--- src/sv/bezier_de_casteljau_subdivide_assert.svh ---
// Assertion macros for the Bezier subdivision block.
// Used by the top level; expects signals named clk and rst in scope.
`ifndef BEZIER_DE_CASTELJAU_SUBDIVIDE_ASSERT_SVH
`define BEZIER_DE_CASTELJAU_SUBDIVIDE_ASSERT_SVH
// Same-cycle implication, disabled during reset.
`define BDC_ASSERT_IMPL(label, ante, cons, msg) \
  label: assert property (@(posedge clk) disable iff (rst) (ante) |-> (cons)) \
    else $error(msg);
// Next-cycle implication, disabled during reset.
`define BDC_ASSERT_NEXT(label, ante, cons, msg) \
  label: assert property (@(posedge clk) disable iff (rst) (ante) |=> (cons)) \
    else $error(msg);
`endif

--- src/sv/bdc_pkg.sv ---
// Shared types and constants for the Bezier subdivision block.
// Used by bdc_ctrl, bdc_dp and the top level; depends on nothing.
package bdc_pkg;

  localparam int DEG_W      = 4;
  localparam int T_W        = 17;
  localparam int COORD_W    = 32;
  localparam int NORM_W     = 16;
  localparam int Q_W        = 15;
  localparam int CFG_IDX_W  = 2;
  localparam int CFG_DATA_W = 17;

  localparam logic [T_W-1:0]       ONE_Q16       = 17'h10000;
  localparam logic [T_W-1:0]       T_RESET       = 17'd32768;
  localparam logic [DEG_W-1:0]     DEG_RESET     = 4'd3;
  localparam logic [3:0]           TOP_BIT       = 4'd14;
  localparam logic [CFG_IDX_W-1:0] CFG_DEGREE    = 2'd0;
  localparam logic [CFG_IDX_W-1:0] CFG_PARAM_T   = 2'd1;
  localparam logic [CFG_IDX_W-1:0] CFG_NORMAL_EN = 2'd2;

  typedef enum logic [3:0] {
    ST_LOAD,
    ST_INIT,
    ST_ROW,
    ST_NORM,
    ST_SHIFT,
    ST_SQUARE,
    ST_BIT_SQ,
    ST_BIT_CMP,
    ST_EMIT
  } state_t;

  typedef struct packed {
    logic             load_en;
    logic [DEG_W-1:0] load_addr;
    logic             init_en;
    logic             step_en;
    logic             drop_en;
    logic [DEG_W-1:0] row;
    logic [DEG_W-1:0] wr_pos;
    logic             cap_left;
    logic             cap_right;
    logic             tan0_cap;
    logic             tan1_cap;
    logic             norm_init;
    logic             norm_shift;
    logic             sq_en;
    logic             comp_y;
    logic             bit_sq;
    logic             bit_cmp;
    logic [3:0]       bit_idx;
    logic             comp_done;
    logic             set_nvalid;
    logic             emit_en;
    logic [DEG_W-1:0] emit_idx;
  } cmd_t;

  typedef struct packed {
    logic [DEG_W-1:0] deg;
    logic             nen;
    logic             mag_zero;
    logic             mag_high;
    logic             mag_low;
    logic             out_free;
  } stat_t;

endpackage

--- src/sv/bdc_ctrl.sv ---
// Sequencer for the Bezier subdivision block: loading, triangle rows,
// normal iteration and result emission. Depends on bdc_pkg.
module bdc_ctrl #(
  parameter int NPTS = 16
) (
  input  logic           clk,
  input  logic           rst,
  input  logic           in_valid,
  output logic           in_ready,
  input  bdc_pkg::stat_t stat,
  output bdc_pkg::cmd_t  cmd
);

  localparam int LW = $clog2(NPTS + 1);

  bdc_pkg::state_t state, state_next;
  logic [LW-1:0]              loaded;
  logic [bdc_pkg::DEG_W-1:0]  row;
  logic [bdc_pkg::DEG_W-1:0]  step;
  logic [3:0]                 bitn;
  logic                       comp;
  logic [bdc_pkg::DEG_W-1:0]  emit;

  logic                       accept;
  logic [LW-1:0]              count;
  logic                       fire;
  logic [4:0]                 m;
  logic                       is_drop;
  logic                       tan_row;

  assign in_ready = (state == bdc_pkg::ST_LOAD);
  assign accept   = in_valid && in_ready;
  assign count    = loaded + LW'(1);
  assign fire     = 5'(count) >= ({1'b0, stat.deg} + 5'd1);
  // Row "row" is built from a previous row of m entries.
  assign m        = {1'b0, stat.deg} + 5'd2 - {1'b0, row};
  assign is_drop  = ({1'b0, step} == (m - 5'd1));
  assign tan_row  = (row == (stat.deg - 4'd1));

  always_comb begin
    state_next = state;
    unique case (state)
      bdc_pkg::ST_LOAD: begin
        if (accept && fire) state_next = bdc_pkg::ST_INIT;
      end
      bdc_pkg::ST_INIT: state_next = bdc_pkg::ST_ROW;
      bdc_pkg::ST_ROW: begin
        if (is_drop && row == stat.deg) begin
          state_next = stat.nen ? bdc_pkg::ST_NORM : bdc_pkg::ST_EMIT;
        end
      end
      bdc_pkg::ST_NORM: state_next = bdc_pkg::ST_SHIFT;
      bdc_pkg::ST_SHIFT: begin
        if (stat.mag_zero) state_next = bdc_pkg::ST_EMIT;
        else if (!stat.mag_high && !stat.mag_low) state_next = bdc_pkg::ST_SQUARE;
      end
      bdc_pkg::ST_SQUARE: state_next = bdc_pkg::ST_BIT_SQ;
      bdc_pkg::ST_BIT_SQ: state_next = bdc_pkg::ST_BIT_CMP;
      bdc_pkg::ST_BIT_CMP: begin
        if (bitn == 4'd0) state_next = comp ? bdc_pkg::ST_EMIT : bdc_pkg::ST_SQUARE;
        else state_next = bdc_pkg::ST_BIT_SQ;
      end
      bdc_pkg::ST_EMIT: begin
        if (stat.out_free && emit == stat.deg) state_next = bdc_pkg::ST_LOAD;
      end
      default: state_next = bdc_pkg::ST_LOAD;
    endcase
  end

  always_comb begin
    cmd           = '0;
    cmd.load_addr = bdc_pkg::DEG_W'(loaded);
    cmd.row       = row;
    cmd.wr_pos    = bdc_pkg::DEG_W'(m - 5'd1);
    cmd.comp_y    = comp;
    cmd.bit_idx   = bitn;
    cmd.emit_idx  = emit;
    unique case (state)
      bdc_pkg::ST_LOAD: cmd.load_en = accept;
      bdc_pkg::ST_INIT: cmd.init_en = 1'b1;
      bdc_pkg::ST_ROW: begin
        cmd.step_en   = !is_drop;
        cmd.drop_en   = is_drop;
        cmd.cap_left  = !is_drop && step == '0;
        cmd.cap_right = !is_drop && ({1'b0, step} == (m - 5'd2));
        cmd.tan0_cap  = !is_drop && tan_row && step == 4'd0;
        cmd.tan1_cap  = !is_drop && tan_row && step == 4'd1;
      end
      bdc_pkg::ST_NORM:   cmd.norm_init  = 1'b1;
      bdc_pkg::ST_SHIFT:  cmd.norm_shift = 1'b1;
      bdc_pkg::ST_SQUARE: cmd.sq_en      = 1'b1;
      bdc_pkg::ST_BIT_SQ: cmd.bit_sq     = 1'b1;
      bdc_pkg::ST_BIT_CMP: begin
        cmd.bit_cmp    = 1'b1;
        cmd.comp_done  = (bitn == 4'd0);
        cmd.set_nvalid = (bitn == 4'd0) && comp;
      end
      bdc_pkg::ST_EMIT: cmd.emit_en = stat.out_free;
      default: ;
    endcase
  end

  always_ff @(posedge clk) begin
    if (rst) begin
      state  <= bdc_pkg::ST_LOAD;
      loaded <= '0;
      row    <= '0;
      step   <= '0;
      bitn   <= '0;
      comp   <= 1'b0;
      emit   <= '0;
    end else begin
      state <= state_next;
      unique case (state)
        bdc_pkg::ST_LOAD: begin
          if (accept) loaded <= fire ? '0 : count;
        end
        bdc_pkg::ST_INIT: begin
          row  <= 4'd1;
          step <= '0;
          comp <= 1'b0;
        end
        bdc_pkg::ST_ROW: begin
          if (is_drop) begin
            step <= '0;
            row  <= row + 4'd1;
          end else begin
            step <= step + 4'd1;
          end
        end
        bdc_pkg::ST_SQUARE: bitn <= bdc_pkg::TOP_BIT;
        bdc_pkg::ST_BIT_CMP: begin
          if (bitn == 4'd0) comp <= 1'b1;
          else bitn <= bitn - 4'd1;
        end
        bdc_pkg::ST_EMIT: begin
          if (stat.out_free) emit <= (emit == stat.deg) ? '0 : emit + 4'd1;
        end
        default: ;
      endcase
    end
  end

endmodule

--- config.mk ---
export PLATFORM = sky130hd
export DESIGN_NAME = bdc_ctrl
export DESIGN_NICKNAME = d
export VERILOG_FILES = /design/src/sv/bezier_de_casteljau_subdivide_assert.svh /design/src/sv/bdc_pkg.sv /design/src/sv/bdc_ctrl.sv
export SDC_FILE = /design/constraint.sdc
export NUM_CORES = 1
export LEC_CHECK = 0
export ABC_AREA = 1
export BUFFER_PORTS_ARGS = -buffer_cell sky130_fd_sc_hd__clkbuf_2
export CAP_MARGIN = 20
export CORE_ASPECT_RATIO = 1.4
export CORE_MARGIN = 3
export CORE_UTILIZATION = 50
export CTS_CLUSTER_SIZE = 24
export DETAILED_ROUTE_END_ITERATION = 8
export GPL_ROUTABILITY_DRIVEN = 0
export PLACE_DENSITY_LB_ADDON = 0.12
export SLEW_MARGIN = 30
export SYNTH_ARGS = -nofsm -noshare
export SYNTH_HDL_FRONTEND = slang
export SYNTH_SLANG_ARGS = --single-unit
--- constraint.sdc ---
create_clock -name clk -period 3.1 [get_ports clk]
set_input_delay 0.465 -clock clk [delete_from_list [all_inputs] [get_ports clk]]
set_output_delay 0.465 -clock clk [all_outputs]
set_load 0.05 [all_outputs]
### Word level (Yosys, flattened, before mapping)

Cells that the tools add are included.

| word-level totals | value |
|---|---|
| bits in registers | 26 |
| ROM bits | 0 |
| bits of input ports | 12 |
| word-level logic and storage cells | 96 |
| output and inout port bits | 38 |
| memories kept | 0 |
| bits in writable memories | 0 |
| latch bits | 0 |

| cells by class | value |
|---|---|
| mux-type cells | 30 |
| reduce and logical (&&, ||, !) cells | 26 |
| div/mod/pow operators | 0 |
| bitwise operators | 0 |
| $mul | 0 |
| shift operators | 0 |
| $add $sub $neg | 11 |
| eq/ne operators | 21 |
| order comparisons | 1 |

Operators by type and width:

| kind | count |
|---|---|
| 4-bit 2-to-1 mux | 13 |
| 4-bit case mux with 9 select lines | 1 |
| 4-bit case mux with 2 select lines | 3 |
| 4-bit by 3-bit equality test with 1-bit output, second input constant | 4 |
| 4-bit by 1-bit adder with 4-bit output, second input constant | 3 |
| 4-bit equality test | 3 |
| 4-bit logical NOT | 3 |
| 1-bit logical AND | 11 |
| 4-bit by 5-bit equality test with 1-bit output | 2 |
| 2-bit != test, second input constant | 5 |
| 2-bit AND reduction | 5 |
| 1-bit 2-to-1 mux | 9 |
| 4-bit by 1-bit equality test with 1-bit output, second input constant | 2 |
| 4-bit by 2-bit equality test with 1-bit output, second input constant | 2 |
| 4-bit by 1-bit subtractor with 4-bit output, second input constant | 2 |
| 2-bit nonzero test | 3 |
| 4-bit by 1-bit adder with 5-bit output, second input constant | 1 |
| 4-bit by 2-bit adder with 5-bit output, second input constant | 1 |
| 5-bit by 1-bit adder with 5-bit output, second input constant | 1 |
| 5-bit >= comparator | 1 |
| 5-bit 2-to-1 mux | 1 |
| 5-bit by 1-bit subtractor with 5-bit output, second input constant | 1 |
| 5-bit by 2-bit subtractor with 5-bit output, second input constant | 1 |
| 5-bit by 4-bit subtractor with 5-bit output | 1 |
| 7 further kinds | 10 |

### Longest topological paths before layout

| depth | value |
|---|---|
| word-level depth | 8 |
| gate-level depth with buffers | 19 |
| gate-level depth less buffers | 19 |

### Least setup slack after synthesis

Ideal clock, no wire load.

| path | value |
|---|---|
| kind | reg-to-output |
| start | register row[1] (netlist name) |
| end | output cmd[17] (netlist name) |
| arrival | 4.251 ns |
| path slack | -1.616 ns |
| buffers on the path | 0 |
| data required time | 2.635 ns |
| cell stages (with the launch flop) | 16 |
| cell sequence | dfxtp_1 -> ha_1 -> inv_1 -> ha_1 -> inv_1 -> fa_1 -> nand2_1 -> nand2_1 -> nand2_1 -> nand2_1 -> nor2_1 -> inv_1 -> nor2_1 -> nand2_2 -> nand2_4 -> nor4_1 |

RTL lines:

| element | line | RTL |
|---|---|---|
| start, declared | bdc_ctrl.sv:18 | `logic [bdc_pkg::DEG_W-1:0] row;` |
| start signal, assigned | bdc_ctrl.sv:126 | `row <= row + 4'd1;` |
| end, declared | bdc_ctrl.sv:11 | `output bdc_pkg::cmd_t cmd` |

==> flow_metrics.env <==
export IMPL_status="finished, violations left"
export IMPL_violations="setup timing"
export IMPL_dieHeight_um=86.29
export IMPL_clock_fmax_mhz=294.3
export IMPL_finish_net_count=462
export IMPL_p_sw_frac=0.5061
export IMPL_routed_via_count=2455
export IMPL_ir_drop_uv=406.1
export IMPL_required_ps=2630
export IMPL_avgSynthCellArea_um2=6.673
export IMPL_preCtsSetupSlack_ps=-402.2
export IMPL_cp_startpoint="row[1]$_SDFFE_PP0P_"
export IMPL_syn_nets=382
export IMPL_r2r_end="row[2]$_SDFFE_PP0P_"
export IMPL_grt_max_degree=20
export IMPL_intPower_mw=0.8361
export IMPL_dr_wl_met3_um=186
export IMPL_drive_gt1_frac=0.3396
export IMPL_tns_ps=-1604
export IMPL_crit_arrival_ps=2930
export IMPL_critPathMaxFanout=5
export IMPL_dieArea_um2=5466
export IMPL_insertion_delay_ps=270
export IMPL_relSlewSlack=0.6637
export IMPL_seq_area_frac_synth=0.2261
export IMPL_p_comb_frac=0.646
export IMPL_dieWidth_um=63.35
export IMPL_ant_nets=0
export IMPL_viasPerCell=5.072
export IMPL_worstRegToRegCells=19
export IMPL_leakagePower_nw=1.606
export IMPL_synth_cell_types=35
export IMPL_drt_wl_total_mm=6.558
export IMPL_clkPwrFrac=0.116
export IMPL_cts_hold_buf=0
export IMPL_initial_core_util=0.5300
export IMPL_cts_reportedPaths_clkPinSlew_ps=90
export IMPL_rsz0062_at_grt="true"
export IMPL_grt_overflow=0
export IMPL_antenna_found_initial=0
export IMPL_slew_violations=0
export IMPL_root_buffer="clkbuf_8"
export IMPL_final_util=0.7457
export IMPL_first_pass_iters=4
export IMPL_rrSetupSlack_ps=40
export IMPL_coreArea_um2=4344
export IMPL_grt_pass1_vias=2416
export IMPL_wl_per_cell_um=13.55
export IMPL_min_period_ps=3398
export IMPL_p_seq_frac=0.238
export IMPL_yosysWarnings=0
export IMPL_endpoint="cmd[18]"
export IMPL_skew_ps=3.349
export IMPL_dpl_instance_area_um2=2958
export IMPL_p_per_area_nw_per_um2=522.6
export IMPL_ys_seq_elements=26
export IMPL_hold_viol_final=0
export IMPL_tightest_slew_ps=500.8
export IMPL_regToRegStartpoint="row[1]$_SDFFE_PP0P_"
export IMPL_cts_buffers=3
export IMPL_drv_cap=0
export IMPL_cp_start_kind="flop"
export IMPL_post_route_cell_area_um2=3239
export IMPL_drcViolationCount=0
export IMPL_p_total_mw=1.693
export IMPL_placementRows=28
export IMPL_synthCells=345
export IMPL_cts_max_level=1
export IMPL_p_sw_mw=0.8569
export IMPL_diodes=0
export IMPL_cts_max_path_buffers=2
export IMPL_hpwl_mm=4.865
export IMPL_clock_sinks=26
export IMPL_route_top_layer_used="met4"
export IMPL_io_buffers=49
export IMPL_worst_setup_path_end_kind="primary output"
export IMPL_grt_first_pass_wirelength_mm=10.49
export IMPL_grtUsageTotal=0.2383
export IMPL_syn_to_final_growth_pct=40.71
export IMPL_synthesis_area_um2=2302
export IMPL_dr_wl_met2_mm=3.548
export IMPL_drtIter0Drc=91
export IMPL_hold_path_class="reg -> reg"
export IMPL_io_pins=50
export IMPL_finalSetupViolCount=6
export IMPL_setup_ws_ps=-297.5
export IMPL_criticalPathCategory="reg -> out"
export IMPL_fin_crit_sh=1.096
export IMPL_drt_met1_wl_mm=2.489
export IMPL_cts_tree="yes"
==> critical path, cell delays in order (launching register included) <==
cell and delay [ps]:
dfxtp_4 360, ha_4 210, inv_2 60, ha_4 130, inv_2 40, fa_2 660, ha_4 180, a21boi_4 200
nand2_1 90, nand3_2 110, nand2_2 60, nor2_2 90, nand2_2 100, nand2_4 140, nor4_4 50, clkbuf_8 190
==> placed cells by master, fill, tap and decap left out, types with 14 or more instances in the layout <==
| cell type | Yosys | final |
|---|---|---|
| dfxtp_1 | 26 | 23 |
| ha_1 | 24 | 19 |
| nand2_1 | 66 | 54 |
| xor2_1 | 14 | 14 |
| inv_1 | 58 | 53 |
| nor2_1 | 37 | 34 |
| clkbuf_2 | 1 | 41 |
| buf_4 | 5 | 28 |
| a21oi_1 | 21 | 19 |
| nand3_1 | 29 | 24 |
==> cells in the mapped netlist (all sizes together) <==
| library cell | instances | share of area |
|---|---|---|
| clkbuf | 2 | 0.0038 |
| a21oi | 21 | 0.046 |
| fa | 1 | 0.0087 |
| o21ai | 6 | 0.013 |
| ha | 24 | 0.13 |
| buf | 7 | 0.020 |
| nor3 | 11 | 0.031 |
| nor4 | 3 | 0.011 |
| mux2i | 1 | 0.0043 |
| a21boi | 1 | 0.0033 |
| or2 | 2 | 0.0054 |
| nand2 | 70 | 0.12 |
| nand4 | 6 | 0.016 |
| o2111ai | 1 | 0.0038 |
| xor2 | 14 | 0.053 |
| dfxtp | 26 | 0.23 |
| xnor2 | 11 | 0.042 |
| o221ai | 1 | 0.0038 |
| nor2 | 40 | 0.073 |
| inv | 62 | 0.10 |
| o211ai | 3 | 0.0098 |
| nand3 | 30 | 0.067 |
| a211oi | 2 | 0.0065 |
==> repair_timing <==
item,CTS,global route
setup endpoints to repair,7,13
pin swaps,11,12
buffers inserted,11,3
gates resized for setup,16,34
==> worst min-delay path by stage <==
stage / slack [ps] / cells past startpoint / end / startpoint
2_1_floorplan: 500 / 2 / loaded[1]$_SDFFE_PP0P_ / loaded[1]$_SDFFE_PP0P_
3_3_place_gp: 490 / 2 / emit[3]$_SDFFE_PP0P_ / emit[3]$_SDFFE_PP0P_
3_5_place_dp: 490 / 2 / emit[3]$_SDFFE_PP0P_ / emit[3]$_SDFFE_PP0P_
4_1_cts: 500 / 2 / emit[3]$_SDFFE_PP0P_ / emit[3]$_SDFFE_PP0P_
5_1_grt: 540 / 2 / emit[3]$_SDFFE_PP0P_ / emit[3]$_SDFFE_PP0P_
6_report: 510 / 2 / emit[3]$_SDFFE_PP0P_ / emit[3]$_SDFFE_PP0P_
==> kinds of logic (layout without fill, tap and decap cells) <==
family | Yosys count | after routing | synth area share
AO/OA/AOI/OAI | 35 | 35 | 0.08587
XOR/XNOR | 25 | 25 | 0.09511
adder cells (fa/ha/maj) | 25 | 25 | 0.1391
AND/OR/NAND/NOR | 162 | 162 | 0.3245
flip-flops | 26 | 26 | 0.2261
multiplexers | 1 | 1 | 0.004348
buffers and inverters | 71 | 150 | 0.1250
==> per-layer routing <==
layer / up-vias / GRT usage
li1: 1253 / -
met1: 1126 / 0.2442
met5: - / 0
met2: 53 / 0.4715
met4: 0 / 0.1198
met3: 23 / 0.02075
==> power by group through the flow <==
stage / logic (mW) / registers, mW / clock network [mW]
after floorplan: 0.696 / 0.424 / 0
after global placement: 0.956 / 0.412 / 0
after detailed placement: 0.977 / 0.411 / 0
after CTS: 1.02 / 0.404 / 0.200
after global routing: 1.19 / 0.409 / 0.209
final: 1.09 / 0.403 / 0.196
==> state kept, by name, summed over array words and instances, names as in the netlist <==
name	count
step	4
bitn	4
comp	1
loaded	5
row	4
emit	4
state	4
==> metrics by stage <==
stage	hold WS [ps]	cells
2_1_floorplan	503.5	345
3_3_place_gp	486.1	474
3_5_place_dp	488.3	474
4_1_cts	503.4	488
5_1_grt	539.7	484
6_report	505.3	484
==> layout make-up <==
| class | instances | area (µm²) |
|---|---|---|
| Inverter | 62 | 237.7 |
| Sequential cell | 26 | 531.8 |
| Tap cell | 60 | 75.07 |
| Fill cell | 388 | 1105 |
| Multi-Input combinational cell | 248 | 1723 |
| Clock inverter | 1 | 3.754 |
| Timing Repair Buffer | 84 | 626.9 |
| Clock buffer | 3 | 41.29 |
No activity file was read; power rests on OpenSTA's default activity.
